`config.mk`:
```
export PLATFORM = sky130hd
export DESIGN_NAME = lcd_nibble_command_queue_unit
export DESIGN_NICKNAME = d
export VERILOG_FILES = /design/src/rtl/lncq_pkg.sv /design/src/rtl/lcd_nibble_command_queue_unit.sv
export VERILOG_INCLUDE_DIRS = /design/src /design/src/rtl
export SDC_FILE = /design/constraint.sdc
export NUM_CORES = 1
export LEC_CHECK = 0
export BUFFER_PORTS_ARGS = -buffer_cell sky130_fd_sc_hd__clkbuf_2
export CAP_MARGIN = 10
export CORE_MARGIN = 2
export CORE_UTILIZATION = 65
export CTS_CLUSTER_DIAMETER = 120
export DETAILED_ROUTE_END_ITERATION = 16
export GPL_TIMING_DRIVEN = 0
export PLACE_DENSITY_LB_ADDON = 0.05
export SLEW_MARGIN = 40
export SYNTH_ARGS = -nofsm -noshare
export SYNTH_HDL_FRONTEND = slang
export SYNTH_SLANG_ARGS = --single-unit
```
`constraint.sdc`:
```
create_clock -name clk -period 7.7 [get_ports clk]
set_input_delay 1.54 -clock clk [delete_from_list [all_inputs] [get_ports clk]]
set_output_delay 1.54 -clock clk [all_outputs]
set_load 0.01 [all_outputs]
```
`src/rtl/lcd_nibble_command_queue_unit_macros.svh`:
```
// ---------------------------------------------------------------------------
// LCD nibble command queue assertion macros
// Concurrent check wrappers clocked on clk and disabled during rst.
// ---------------------------------------------------------------------------
`ifndef LCD_NIBBLE_COMMAND_QUEUE_UNIT_MACROS_SVH
`define LCD_NIBBLE_COMMAND_QUEUE_UNIT_MACROS_SVH

// A condition that holds at every clock edge.
`define LNQ_CHECK(label, cond, msg) \
  label: assert property (@(posedge clk) disable iff (rst) (cond)) else $error(msg);

// A condition that implies another in the next cycle.
`define LNQ_NEXT(label, ante, cons, msg) \
  label: assert property (@(posedge clk) disable iff (rst) (ante) |=> (cons)) else $error(msg);

`endif

```
`src/rtl/lncq_pkg.sv`:
```
// ---------------------------------------------------------------------------
// LCD nibble command queue package
// Shared constants: defaults, request codes, LCD command bits and registers.
// ---------------------------------------------------------------------------
package lncq_pkg;

  localparam int DEF_QUEUE_DEPTH = 32;
  localparam int DEF_CLEAR_PAD   = 3;
  localparam int ENTRY_W         = 9;
  localparam int ADDR_W          = 5;
  localparam int DATA_W          = 32;

  localparam logic [2:0] MODE_PRINT  = 3'd0;
  localparam logic [2:0] MODE_SCROLL = 3'd1;
  localparam logic [2:0] MODE_CLEAR  = 3'd2;
  localparam logic [2:0] MODE_INIT   = 3'd3;
  localparam logic [2:0] MODE_DONE   = 3'd4;

  localparam logic [7:0] EN_MASK   = 8'h04;
  localparam logic [7:0] BL_MASK   = 8'h08;
  localparam logic [7:0] CMD_WAKE  = 8'h30;
  localparam logic [7:0] CMD_4BIT  = 8'h20;
  localparam logic [7:0] CMD_FUNC  = 8'h20;
  localparam logic [7:0] CMD_ENTRY = 8'h04;
  localparam logic [7:0] CMD_DISP  = 8'h08;
  localparam logic [7:0] CMD_CLEAR = 8'h01;

  localparam logic [2:0] REG_BACKLIGHT = 3'd0;
  localparam logic [2:0] REG_ENTRY_LEFT = 3'd1;
  localparam logic [2:0] REG_DISPLAY_ON = 3'd2;
  localparam logic [2:0] REG_CURSOR_VIS = 3'd3;
  localparam logic [2:0] REG_CURSOR_BLINK = 3'd4;
  localparam logic [2:0] REG_TWO_LINE = 3'd5;
  localparam logic [2:0] REG_TALL_FONT = 3'd6;

endpackage

```
`src/rtl/lcd_nibble_command_queue_unit.sv`:
```
// ---------------------------------------------------------------------------
// LCD nibble command queue
// Queues LCD requests as RS plus byte entries and emits port expander bytes.
// ---------------------------------------------------------------------------
//  channel   handshake             payload
//  in        in_valid / in_stall   mode, char_code, scroll_on
//  out       out_valid / out_stall expander_byte, transfer_end, refused, last
//  config    APB write/read        seven one-bit registers at 4*index
//
// An item is accepted in the idle state, its entries are written in the push
// state, an init then emits its wake bytes, and each entry is read from memory
// before its bytes are sent. The single-port entry memory sets this order.
// Reset needs no clearing pass. A stalled output holds the sequencer at its
// current byte.
module lcd_nibble_command_queue_unit import lncq_pkg::*; #(
  parameter int QUEUE_DEPTH       = DEF_QUEUE_DEPTH,
  parameter int CLEAR_PAD_ENTRIES = DEF_CLEAR_PAD
) (
  input  logic              clk,
  input  logic              rst,
  input  logic              in_valid,
  output logic              in_stall,
  input  logic [2:0]        mode,
  input  logic [7:0]        char_code,
  input  logic              scroll_on,
  output logic              out_valid,
  input  logic              out_stall,
  output logic [7:0]        expander_byte,
  output logic              transfer_end,
  output logic              refused,
  output logic              last,
  input  logic              psel,
  input  logic              penable,
  input  logic              pwrite,
  input  logic [ADDR_W-1:0] paddr,
  input  logic [DATA_W-1:0] pwdata,
  output logic [DATA_W-1:0] prdata,
  output logic              pready
);

  localparam int PTR_W  = $clog2(QUEUE_DEPTH);
  localparam int CNT_W  = $clog2(QUEUE_DEPTH + 1);
  localparam int NEED_W = $clog2(CLEAR_PAD_ENTRIES + 5);
  localparam logic [PTR_W-1:0]  LAST_PTR   = PTR_W'(QUEUE_DEPTH - 1);
  localparam logic [NEED_W-1:0] NEED_ONE   = NEED_W'(1);
  localparam logic [NEED_W-1:0] NEED_CLEAR = NEED_W'(CLEAR_PAD_ENTRIES + 1);
  localparam logic [NEED_W-1:0] NEED_INIT  = NEED_W'(CLEAR_PAD_ENTRIES + 4);

  localparam logic [2:0] ST_IDLE   = 3'd0;
  localparam logic [2:0] ST_PUSH   = 3'd1;
  localparam logic [2:0] ST_TRIPLE = 3'd2;
  localparam logic [2:0] ST_READ   = 3'd3;
  localparam logic [2:0] ST_SEND   = 3'd4;
  localparam logic [2:0] ST_REFUSE = 3'd5;

  logic [ENTRY_W-1:0] pending_entries [QUEUE_DEPTH];
  logic [ENTRY_W-1:0] rd_data;

  logic              backlight_on, entry_to_left, display_on, cursor_visible;
  logic              cursor_blinks, two_line_mode, tall_font;
  logic [2:0]        state;
  logic              sending, display_shift;
  logic [PTR_W-1:0]  wr_ptr, rd_ptr;
  logic [CNT_W-1:0]  count;
  logic [2:0]        req_mode;
  logic [7:0]        req_char;
  logic [NEED_W-1:0] push_idx, push_need;
  logic [1:0]        phase, group;

  logic [NEED_W-1:0]  need;
  logic               fits;
  logic [ENTRY_W-1:0] entry;
  logic [7:0]         bl_bits, en_bits, func_cmd, entry_cmd, disp_cmd;
  logic [7:0]         send_byte, wake_byte;
  logic [3:0]         nibble;
  logic               can_load, cfg_write, out_load;

  function automatic logic [PTR_W-1:0] ptr_inc(input logic [PTR_W-1:0] p);
    ptr_inc = (p == LAST_PTR) ? '0 : p + 1'b1;
  endfunction

  assign in_stall  = (state != ST_IDLE);
  assign can_load  = !out_valid || !out_stall;
  assign out_load  = can_load &&
                     (state == ST_TRIPLE || state == ST_SEND || state == ST_REFUSE);
  assign pready    = 1'b1;
  assign cfg_write = psel && penable && pwrite && pready;

  always_comb begin
    case (mode)
      MODE_PRINT, MODE_SCROLL: need = NEED_ONE;
      MODE_CLEAR:              need = NEED_CLEAR;
      MODE_INIT:               need = NEED_INIT;
      default:                 need = '0;
    endcase
  end

  assign fits = ({1'b0, count} + (CNT_W + 1)'(need)) <= (CNT_W + 1)'(QUEUE_DEPTH);

  assign bl_bits   = backlight_on ? BL_MASK : 8'h00;
  assign en_bits   = (phase == 2'd1) ? EN_MASK : 8'h00;
  assign func_cmd  = CMD_FUNC | {4'b0, two_line_mode, tall_font, 2'b0};
  assign entry_cmd = CMD_ENTRY | {6'b0, entry_to_left, display_shift};
  assign disp_cmd  = CMD_DISP | {5'b0, display_on, cursor_visible, cursor_blinks};

  always_comb begin
    case (req_mode)
      MODE_PRINT:  entry = {1'b1, req_char};
      MODE_SCROLL: entry = {1'b0, entry_cmd};
      MODE_CLEAR:  entry = (push_idx == '0) ? {1'b0, CMD_CLEAR} : '0;
      MODE_INIT: begin
        if (push_idx == NEED_W'(0)) begin
          entry = {1'b0, func_cmd};
        end else if (push_idx == NEED_W'(1)) begin
          entry = {1'b0, entry_cmd};
        end else if (push_idx == NEED_W'(2)) begin
          entry = {1'b0, disp_cmd};
        end else if (push_idx == NEED_W'(3)) begin
          entry = {1'b0, CMD_CLEAR};
        end else begin
          entry = '0;
        end
      end
      default:     entry = '0;
    endcase
  end

  assign nibble    = (group == 2'd0) ? rd_data[7:4] : rd_data[3:0];
  assign send_byte = {nibble, 4'b0} | {7'b0, rd_data[8]} | bl_bits | en_bits;
  assign wake_byte = ((group == 2'd3) ? CMD_4BIT : CMD_WAKE) | bl_bits | en_bits;

  always_comb begin
    case (paddr[4:2])
      REG_BACKLIGHT:    prdata = DATA_W'(backlight_on);
      REG_ENTRY_LEFT:   prdata = DATA_W'(entry_to_left);
      REG_DISPLAY_ON:   prdata = DATA_W'(display_on);
      REG_CURSOR_VIS:   prdata = DATA_W'(cursor_visible);
      REG_CURSOR_BLINK: prdata = DATA_W'(cursor_blinks);
      REG_TWO_LINE:     prdata = DATA_W'(two_line_mode);
      REG_TALL_FONT:    prdata = DATA_W'(tall_font);
      default:          prdata = '0;
    endcase
  end

  always_ff @(posedge clk) begin
    if (state == ST_PUSH) begin
      pending_entries[wr_ptr] <= entry;
    end
    if (state == ST_READ) begin
      rd_data <= pending_entries[rd_ptr];
    end
  end

  always_ff @(posedge clk) begin
    if (rst) begin
      backlight_on   <= 1'b1;
      entry_to_left  <= 1'b0;
      display_on     <= 1'b1;
      cursor_visible <= 1'b1;
      cursor_blinks  <= 1'b1;
      two_line_mode  <= 1'b1;
      tall_font      <= 1'b0;
    end else if (cfg_write) begin
      case (paddr[4:2])
        REG_BACKLIGHT:    backlight_on   <= pwdata[0];
        REG_ENTRY_LEFT:   entry_to_left  <= pwdata[0];
        REG_DISPLAY_ON:   display_on     <= pwdata[0];
        REG_CURSOR_VIS:   cursor_visible <= pwdata[0];
        REG_CURSOR_BLINK: cursor_blinks  <= pwdata[0];
        REG_TWO_LINE:     two_line_mode  <= pwdata[0];
        REG_TALL_FONT:    tall_font      <= pwdata[0];
        default: begin
        end
      endcase
    end
  end

  always_ff @(posedge clk) begin
    if (rst) begin
      state         <= ST_IDLE;
      sending       <= 1'b0;
      display_shift <= 1'b0;
      wr_ptr        <= '0;
      rd_ptr        <= '0;
      count         <= '0;
      out_valid     <= 1'b0;
    end else begin
      if (out_load) begin
        out_valid <= 1'b1;
      end else if (out_valid && !out_stall) begin
        out_valid <= 1'b0;
      end
      case (state)
        ST_IDLE: begin
          if (in_valid) begin
            req_mode  <= mode;
            req_char  <= char_code;
            push_idx  <= '0;
            push_need <= need;
            if (mode <= MODE_DONE) begin
              if (!fits) begin
                state <= ST_REFUSE;
              end else if (mode == MODE_DONE) begin
                if (count == '0) begin
                  sending <= 1'b0;
                end else begin
                  state <= ST_READ;
                end
              end else begin
                if (mode == MODE_SCROLL) begin
                  display_shift <= scroll_on;
                end
                state <= ST_PUSH;
              end
            end
          end
        end
        ST_PUSH: begin
          wr_ptr   <= ptr_inc(wr_ptr);
          count    <= count + 1'b1;
          push_idx <= push_idx + 1'b1;
          phase    <= 2'd0;
          group    <= 2'd0;
          if (push_idx == push_need - 1'b1) begin
            if (req_mode == MODE_INIT) begin
              sending <= 1'b1;
              state   <= ST_TRIPLE;
            end else if (!sending) begin
              sending <= 1'b1;
              state   <= ST_READ;
            end else begin
              state <= ST_IDLE;
            end
          end
        end
        ST_TRIPLE: begin
          if (can_load) begin
            expander_byte <= wake_byte;
            transfer_end  <= (phase == 2'd2);
            refused       <= 1'b0;
            last          <= 1'b0;
            if (phase == 2'd2) begin
              phase <= 2'd0;
              group <= group + 1'b1;
              if (group == 2'd3) begin
                state <= ST_READ;
              end
            end else begin
              phase <= phase + 1'b1;
            end
          end
        end
        ST_READ: begin
          rd_ptr <= ptr_inc(rd_ptr);
          count  <= count - 1'b1;
          phase  <= 2'd0;
          group  <= 2'd0;
          state  <= ST_SEND;
        end
        ST_SEND: begin
          if (can_load) begin
            expander_byte <= send_byte;
            transfer_end  <= (phase == 2'd2);
            refused       <= 1'b0;
            last          <= (phase == 2'd2) && (group == 2'd1);
            if (phase == 2'd2) begin
              phase <= 2'd0;
              group <= group + 1'b1;
              if (group == 2'd1) begin
                state <= ST_IDLE;
              end
            end else begin
              phase <= phase + 1'b1;
            end
          end
        end
        ST_REFUSE: begin
          if (can_load) begin
            expander_byte <= 8'h00;
            transfer_end  <= 1'b0;
            refused       <= 1'b1;
            last          <= 1'b1;
            state         <= ST_IDLE;
          end
        end
        default: begin
          state <= ST_IDLE;
        end
      endcase
    end
  end

`include "lcd_nibble_command_queue_unit_macros.svh"

  `LNQ_CHECK(a_count_bound, count <= CNT_W'(QUEUE_DEPTH), "Queue count exceeds depth.")
  `LNQ_CHECK(a_idle_empty, !(state == ST_IDLE && !sending) || count == '0, "Entries left unsent.")
  `LNQ_NEXT(a_dequeue, state == ST_READ, state == ST_SEND && count == $past(count) - 1'b1, "Bad dequeue.")
  `LNQ_CHECK(a_refusal_shape, !(out_valid && refused) || (last && !transfer_end && expander_byte == 8'h00), "Malformed refusal item.")

endmodule

```
==> results of run 1 <==
-- stage by stage --
stage	worst slack (ns)	area, um^2	hold slack (ns)	total power [mW]	cells
after floorplan	3.778	15120	0.4541	2.667	883
after global placement	2.525	15630	0.4825	2.811	1200
after detailed placement	3.384	15740	0.4915	2.858	1207
after CTS	3.560	16850	0.5050	4.490	1273
after global routing	3.531	16910	0.5504	4.633	1273
final	3.553	16910	0.5150	4.477	1273
-- power by group --
group | total, mW | switching, mW | internal (mW)
Sequential | 2.27 | 0.0492 | 2.22
Clock | 1.64 | 0.696 | 0.948
Combinational | 0.563 | 0.348 | 0.215
-- cells by family (layout without fill, tap and decap cells) --
| kind of cell | count (synthesis) | in the layout | share of synthesized area (%) |
|---|---|---|---|
| flip-flops | 357 | 357 | 69.53 |
| AND/OR/NAND/NOR | 183 | 183 | 6.106 |
| multiplexers | 116 | 116 | 15.42 |
| buffers and inverters | 93 | 198 | 3.420 |
| AO/OA/AOI/OAI | 68 | 68 | 2.678 |
| adder cells (fa/ha/maj) | 27 | 27 | 2.352 |
| XOR/XNOR | 6 | 6 | 0.4421 |
| other | 2 | 33 | 0.05006 |
-- routing by layer --
layer	up-vias	wire, um	track usage, %	part of all wire (%)
met5	-	0	0	0
met2	399	15820	45.55	50
met4	0	1162	10.35	3.7
met3	61	2220	3.556	7.0
li1	3508	-	-	-
met1	4069	12360	36.64	39
-- flip-flops by register name, indices dropped and copies added, names as in the netlist, 5 cells and up --
name / cells
pending_entries: 288
rd_ptr: 5
rd_data: 9
count: 6
req_char: 8
expander_byte: 7
wr_ptr: 5
-- tightest hold or removal path: stages, from the launching register on --
cell and delay [ns]:
dfxtp_1 0.33, o21ai_0 0.08, a21oi_1 0.07
-- cell type report --
type | count | area, um^2
Sequential cell | 357 | 10430
Fill cell | 1308 | 5733
Multi-Input combinational cell | 433 | 4269
Clock buffer | 52 | 1002
Buffer | 71 | 432.9
Tap cell | 285 | 356.6
Timing Repair Buffer | 39 | 221.5
Clock inverter | 14 | 112.6
Inverter | 22 | 82.58
-- layout by cell type, fill, tap and decap left out, types with 4 or more instances in the layout --
master and n:
nand3b_1 8, nor3_1 8, nand2b_1 10, clkbuf_16 37, mux2_2 11, nor2_1 42
nor4_1 4, dfxtp_1 29, mux2i_1 14, clkbuf_1 37, nor2_2 23, nand2_1 34
o21ai_0 11, nand3_1 11, clkbuf_2 34, buf_6 6, nor2b_1 7, ha_1 25
nor3b_1 4, a21oi_1 33, inv_1 21, edfxtp_1 328, and2_1 6, clkinv_1 6
buf_4 37, mux4_2 91, a31oi_1 7, buf_1 5, and3_1 4, conb_1 33
-- final timing paths --
kind,from,to,slack (ns)
max,paddr[2],prdata[0],3.55
min,sending$_SDFFE_PP0P_,sending$_SDFFE_PP0P_,0.51
max reg2reg,state[0]$_SDFFE_PP0P_,count[5]$_SDFFE_PP0N_,4.10
min reg2reg,sending$_SDFFE_PP0P_,sending$_SDFFE_PP0P_,0.51
==> results.md, run 1 <==
* Die W at 155.9 um
* CTS tree: done
* Vias in the first global route at 8141
* H-tree lvl count at 2
* Area share of the largest cell type after synthesis at 65.66%
* Hold crit path type: reg2reg
* Number of gates resized after cts at 0
* Core Area at 22640 um^2
* Worst Setup End Kind: output pin
* Via-to-Cell Ratio at 6.313
* Top post-synthesis cells by count: edfxtp_1 (328), mux4_2 (91), nor2_1 (66), nand2_1 (34)
* Kind of cell adding the most delay to the critical path: multiplexers
* Cell area power density at 264.8 nW/um^2
* Endpoints failing setup at 0
* Layout Nets at 1044
* Tmin final at 4.147 ns
* # hold bufs at CTS at 0
* Endpoints failing hold at 0
* CTS Sinks at 357
* First drt pass iteration count at 6
* Chip height at 155.9 um
* Grt ovf at 0
* ANT cells at 0
* Final RePlAce weighted congestion at 0.8634
* Relative slew slack at 43.54%
* First-iteration detailed-routing DRC count at 998
* Max-cap violations at 0
* Vias at 8037
* Final HPWL DP at 21530 um
* Top-count cell post-synth: edfxtp_1
* Most common cell on crit path: clkbuf_2
* Critical Path RT at 6.16 ns
* Top FF cell, synth: edfxtp_1
* Critical Path Stages at 4
* Worst hold stages at 2
* FFs w/ async S/R, synth at 0%
* Largest area contributor in the netlist: edfxtp_1
* Synth Warn # at 0
* Global-route wire length before repair at 47820 um
* Root buf cell: clkbuf_16
* Period Utilization, post-route at 53.86%
* Max clock buf depth at 3
* Worst-path cell chain: clkbuf_2 > mux4_2 > mux2_2 > clkbuf_2
* Post-DRT Antenna Nets at 0
* Num CTS Buffers at 37
* Post-CTS setup buffers at 0
* DRC violations left at 0
* CP Max Fanout at 6
* Clock Latency Late Sink at 0.52 ns
* Seq/Total Area, Yosys at 69.53%
* Avg WL per Cell at 24.79 um
* Seq cells post-synth at 357
* CP max stage delay at 0.52 ns
* Synth unique cells at 55
* R2R cell count at 11
* Worst EP arrival at 2.61 ns
* Achievable Freq at 0.2411 GHz
* Initial antenna violation count at 0
* TNS Setup at 0 ns
* Crit path max-delay cell type: mux4_2
* Synthesized area at 15000 um^2
* Final WL at 31560 um
* Initial Util at 66.26%
* Unrepaired setup endpoints after global routing: no
* Synthesis-to-layout area growth at 12.71%
* Post-Synthesis Mean Instance Area at 17.61 um^2
* Worst Path Buf+Inv at 2
* Worst setup path category: in2out
* Final core occ at 74.68%
* Largest net degree at the start of global routing at 33
* Share of post-route cells with drive strength above 1 at 27.02%
* Die area at 24310 um^2
* Gate Count Post-Synth at 852
* Worst slew pin tran at 0.8437 ns
* # rows at 55
* Worst Setup Start Kind: primary input
* I/O pin total at 102
* Top post-synthesis cells by area: edfxtp_1 (66%), mux4_2 (14%), dfxtp_1 (3.9%)
* Final slew viol count at 0
* Post-synth EDFFs at 328
* Worst Clk Skew at 0.01123 ns
* Status: finished clean
* Peak VDD IR at 0.2464 mV
* Clk slew on worst S/H paths at 0.06 ns
* Leakage at 5.686 nW
* Overall routing resource usage at 26.98%
* Port Buf Inserts at 32
Power figures use the tool's default switching activity.
==> inputs of run 2 (changes only) <==
Settings changed: ABC_AREA set to 1, CORE_UTILIZATION 65 to 55.
Clock period 7.7 ns to 3.45 ns, I/O delays scaled along.
==> results.md, run 2 <==
* Post-DRT Antenna Nets at 0
* Leakage at 6.669 nW
* Worst EP arrival at 3.39 ns
* Layout Nets at 1577
* Status: finished clean
* Reg-to-reg endpoint: count[5]$_SDFFE_PP0N_
* Worst Setup Start Kind: flip-flop
* Endpoints failing setup at 0
* Setup crit start: state[0]$_SDFFE_PP0P_
* R2R cell count at 13
* Relative slew slack at 42.37%
* ANT cells at 0
* Worst Setup End Kind: flip-flop
* Final HPWL DP at 28660 um
* Worst-path cell chain: inv_1 > nor2_4 > nand2_2 > inv_1 > ha_1 > a21oi_1 > nand2_1 > nand2_1 > nand2_1 > a21oi_1 > xor2_1 > nand2_1 > a21oi_1
* Overall routing resource usage at 28.69%
* Most common cell on crit path: nand2_1
* CTS Sinks at 357
* Max clock buf depth at 3
* DRC violations left at 0
* Core Area at 27710 um^2
* Synthesized area at 15410 um^2
* Final slew viol count at 0
* Post-synth EDFFs at 328
* Seq/Total Area, Yosys at 67.66%
* TNS Setup at 0 ns
* Unrepaired setup endpoints after global routing: no
* Largest net degree at the start of global routing at 37
* I/O pin total at 102
* Largest area contributor in the netlist: edfxtp_1
* Hold crit path type: in2reg
* # rows at 61
* Gate Count Post-Synth at 1366
* Num CTS Buffers at 37
* Endpoints failing hold at 0
* Reg-to-reg slack, setup at 0.52 ns
* Achievable Freq at 0.3412 GHz
* CTS tree: done
* Seq cells post-synth at 357
* Number of gates resized after cts at 0
* Top FF cell, synth: edfxtp_1
* Initial antenna violation count at 0
* Final core occ at 63.71%
* Placed Area at 16500 um^2
* Synthesis-to-layout area growth at 14.51%
* Synth unique cells at 39
* Top post-synthesis cells by area: edfxtp_1 (64%), nand2_1 (5.7%), nor2_1 (4.2%)
* Cell area power density at 635.3 nW/um^2
* First-iteration detailed-routing DRC count at 1306
* Most frequent cells in the layout: edfxtp_1 (328), nand2_1 (232), nor2_1 (143)
* Grt ovf at 0
* Most common cell after layout, fill and taps aside: edfxtp_1
* Top-count cell post-synth: edfxtp_1
* Largest regs: pending_entries: 288 flops, rd_data: 9 flops, req_char: 8 flops
* Largest register FFs at 288
* # hold bufs at CTS at 0
* Worst Hold Launch: char_code[3]
* Max-cap violations at 0
* Vias in the first global route at 10110
* First drt pass iteration count at 5
* Via-to-Cell Ratio at 5.742
* FFs w/ async S/R, synth at 0%
* Crit path to: count[5]$_SDFFE_PP0N_
* Vias at 10900
* Port Buf Inserts at 35
* Worst slew pin tran at 0.8613 ns
* Post-CTS setup buffers at 0
* Top post-synthesis cells by count: edfxtp_1 (328), nand2_1 (233), nor2_1 (172), o21ai_0 (114), inv_1 (92)
* Critical Path RT at 3.91 ns
* Tmin final at 2.931 ns
* Area share of the largest cell type after synthesis at 63.90%
* Worst Clk Skew at 0.01768 ns
* Finished layout cell area at 17650 um^2
* Root buf cell: clkbuf_16
* Worst r2r src: state[0]$_SDFFE_PP0P_
* Worst setup path category: reg2reg
* Clock Latency Late Sink at 0.54 ns
* Global-route wire length before repair at 61210 um
* Final RePlAce weighted congestion at 0.9426
* H-tree lvl count at 2
* Avg WL per Cell at 21.79 um
* Synth Warn # at 0
* Initial Util at 55.64%
* Final Power at 11.21 mW
* Peak VDD IR at 0.5325 mV
* Die W at 171.4 um
* Share of post-route cells with drive strength above 1 at 13.95%
* Post-Synthesis Mean Instance Area at 11.28 um^2
* Die area at 29380 um^2
* Final WL at 41350 um
* CP Max Fanout at 18
* Clk slew on worst S/H paths at 0.06 ns
* Crit path max-delay cell type: inv_1
* Chip height at 171.4 um
* Top reg by flops: pending_entries
* CP max stage delay at 0.57 ns
* Period Utilization, post-route at 84.96%
## run 2: cell count changes in the layout (fill, tap and decap cells not counted), moves of 70 or more
cell / delta
mux4_2: -91
nand3_1: +71
inv_1: +70
o21ai_0: +103
nand2_1: +198
nor2_1: +101
## run 2: layout make-up
cell class                      count  area (um^2)
Clock buffer                       48        967.2
Clock inverter                     17        153.9
Buffer                             94        506.7
Fill cell                        2230        10050
Timing Repair Buffer               58        382.9
Sequential cell                   357        10430
Inverter                           96        362.8
Multi-Input combinational cell    850         4374
Tap cell                          378        473.0
## run 2: how the worst min path moves through the flow
stage	endpoint	slack, ns	depth (start not counted)
global placement	sending$_SDFFE_PP0P_	0.48	2
CTS	req_char[3]$_DFFE_PP_	0.33	1
global route	req_char[6]$_DFFE_PP_	0.32	1
floorplan	display_shift$_SDFFE_PP0P_	0.44	2
detailed placement	sending$_SDFFE_PP0P_	0.47	2
finish	req_char[3]$_DFFE_PP_	0.34	1
## run 2: per-layer routing
metal | share of wire [%] | GRT usage (%)
met2 | 45 | 44.28
met3 | 8.3 | 4.671
met5 | 0 | 0
met4 | 3.4 | 10.72
met1 | 43 | 41.36
## run 2: logic make-up (layout without fill, tap and decap cells)
| logic type | count (synthesis) | in the layout | share of synthesized area (%) |
|---|---|---|---|
| buffers and inverters | 190 | 313 | 5.633 |
| AND/OR/NAND/NOR | 526 | 526 | 14.14 |
| XOR/XNOR | 8 | 8 | 0.4546 |
| flip-flops | 357 | 357 | 67.66 |
| AO/OA/AOI/OAI | 256 | 256 | 9.773 |
| other | 2 | 33 | 0.04872 |
| adder cells (fa/ha/maj) | 27 | 27 | 2.289 |
## run 2: per-stage QoR
stage	cells	hold slack (ns)	setup slack [ns]
detailed placement	1833	0.4735	0.4944
floorplan	1397	0.4439	1.054
global route	1898	0.3232	0.1845
CTS	1898	0.3251	0.4855
global placement	1810	0.4765	-0.4460
finish	1898	0.3363	0.5190
## run 2: power by group
part / switching [mW] / internal (mW)
Combinational: 1.59 / 0.621
Clock: 1.64 / 2.14
Sequential: 0.145 / 5.07
## run 2: worst max-delay path, delay by kind of cell, from the launching register on
kind | cells | cell delay (ns)
fa+ha+maj | 1 | 0.40
xor+xnor | 1 | 0.15
simple gates | 6 | 0.75
flops | 1 | 0.41
buf+inv | 2 | 0.73
compound gates | 3 | 0.41
==> inputs of run 3 (changes only) <==
Clock period 3.45 ns to 2.55 ns, I/O delays scaled along.
==> results.md, run 3 (synthesis results as in run 2) <==
* Final WL at 41320 um
* Synthesis-to-layout area growth at 15.12%
* Via-to-Cell Ratio at 5.730
* Tmin final at 2.559 ns
* First drt pass iteration count at 6
* Overall routing resource usage at 28.74%
* Worst Setup End Kind: flip-flop
* Cell area power density at 858.5 nW/um^2
* Top reg by flops: pending_entries
* H-tree lvl count at 2
* Reg-to-reg slack, setup at -0.009 ns
* Worst EP arrival at 2.84 ns
* Clock Latency Late Sink at 0.53 ns
* Hold slack at 0.1564 ns
* Post-DRT Antenna Nets at 0
* Layout Nets at 1582
* Initial antenna violation count at 0
* Worst Hold Launch: char_code[3]
* Largest net degree at the start of global routing at 37
* Global-route wire length before repair at 61310 um
* Largest regs: pending_entries: 288 flops, rd_data: 9 flops, req_char: 8 flops
* Root buf cell: clkbuf_16
* CTS tree: done
* Violated checks: setup timing
* Share of post-route cells with drive strength above 1 at 14.69%
* Most common cell after layout, fill and taps aside: edfxtp_1
* R2R cell count at 8
* Grt ovf at 0
* CP Max Fanout at 10
* First-iteration detailed-routing DRC count at 1203
* Status: finished with violations
* Relative slew slack at 44.46%
* Placed Area at 16500 um^2
* Peak VDD IR at 0.7189 mV
* Endpoints failing hold at 0
* Avg WL per Cell at 21.71 um
* Final Power at 15.23 mW
* Period Utilization, post-route at 100.3%
* Endpoints failing setup at 1
* Largest register FFs at 288
* Critical Path RT at 2.83 ns
* # rows at 61
* Post-route setup slack at -0.008886 ns
* Port Buf Inserts at 35
* DRC violations left at 0
* Hold crit path type: in2reg
* Chip height at 171.4 um
* Clk slew on worst S/H paths at 0.06 ns
* ANT cells at 0
* Vias at 10910
* Worst Clk Skew at 0.01529 ns
* Max-cap violations at 0
* Die area at 29380 um^2
* Worst slew pin tran at 0.8311 ns
* Reg-to-reg endpoint: rd_data[3]$_DFFE_PP_
* Vias in the first global route at 10140
* Final HPWL DP at 28660 um
* CTS Sinks at 357
* Worst setup path category: reg2reg
* Achievable Freq at 0.3908 GHz
* Initial Util at 55.64%
* Finished layout cell area at 17750 um^2
* Worst hold stages at 1
* Most frequent cells in the layout: edfxtp_1 (328), nand2_1 (232), nor2_1 (140)
* Core Area at 27710 um^2
* Die W at 171.4 um
* I/O pin total at 102
* Final core occ at 64.05%
* Num CTS Buffers at 37
* Final slew viol count at 0
* # hold bufs at CTS at 0
* Unrepaired setup endpoints after global routing: yes
* Final RePlAce weighted congestion at 0.9426
* Leakage at 6.701 nW
* Max clock buf depth at 3
* Worst Setup Start Kind: flip-flop
* Worst r2r src: rd_ptr[1]$_SDFFE_PP0P_
* Hold worst-path end: req_char[3]$_DFFE_PP_
==> run 3: cell type report <==
type / count / area, um^2
buffer: 94 / 508.0
clock buffer: 48 / 967.2
clock inverter: 17 / 153.9
fill: 2220 / 9960
inverter: 96 / 371.6
multi-input combinational: 850 / 4422
sequential: 357 / 10430
tap: 378 / 473.0
timing repair buffer: 63 / 420.4
==> run 3: where the power goes <==
| group | switching, mW | internal, mW | leakage (nW) |
|---|---|---|---|
| clock | 2.22 | 2.90 | 0.549 |
| sequential | 0.199 | 6.86 | 3.26 |
| combinational | 2.19 | 0.875 | 2.89 |
| total | 4.60 | 10.6 | 6.70 |
==> run 3: worst max-delay path by stage <==
stage,from,endpoint,slack [ns],depth (start not counted)
2_1_floorplan,state[0]$_SDFFE_PP0P_,count[5]$_SDFFE_PP0N_,0.15,13
3_3_place_gp,req_mode[2]$_DFFE_PP_,pending_entries[17][0]$_DFFE_PP_,-1.35,5
3_5_place_dp,state[0]$_SDFFE_PP0P_,count[5]$_SDFFE_PP0N_,-0.41,13
4_1_cts,state[0]$_SDFFE_PP0P_,pending_entries[18][5]$_DFFE_PP_,-0.09,6
5_1_grt,state[0]$_SDFFE_PP0P_,pending_entries[16][5]$_DFFE_PP_,-0.04,6
6_report,rd_ptr[1]$_SDFFE_PP0P_,rd_data[3]$_DFFE_PP_,-0.009,8
==> run 3: timing repair <==
| item | CTS | global route |
|---|---|---|
| setup endpoints to repair | 104 | 166 |
| gates resized for setup | 8 | 13 |
| buffers inserted | 2 | 3 |
| pin swaps | 0 | 2 |
==> run 3: layer usage <==
layer	part of all wire, %	global-route usage (%)	up-vias
met3	8.7	5.223	94
met5	0	0	-
li1	-	-	5042
met1	43	41.05	5257
met4	4.0	11.24	0
met2	45	44.16	512
==> run 3: worst max-delay path, cell delays in order (launching register included) <==
cell      delay, ns
dfxtp_1        0.38
inv_2          0.17
buf_2          0.28
buf_2          0.35
a31oi_1        0.18
a211oi_1       0.66
nand2_1        0.12
nand2_1        0.11
inv_1          0.04
==> run 3: stage by stage <==
stage	TNS, ns	instances	worst slack, ns
5_1_grt	-1.394	1903	-0.03880
3_3_place_gp	-237.93	1810	-1.346
4_1_cts	-2.348	1900	-0.08955
6_report	-0.008886	1903	-0.008886
2_1_floorplan	0	1397	0.1541
3_5_place_dp	-6.599	1833	-0.4056
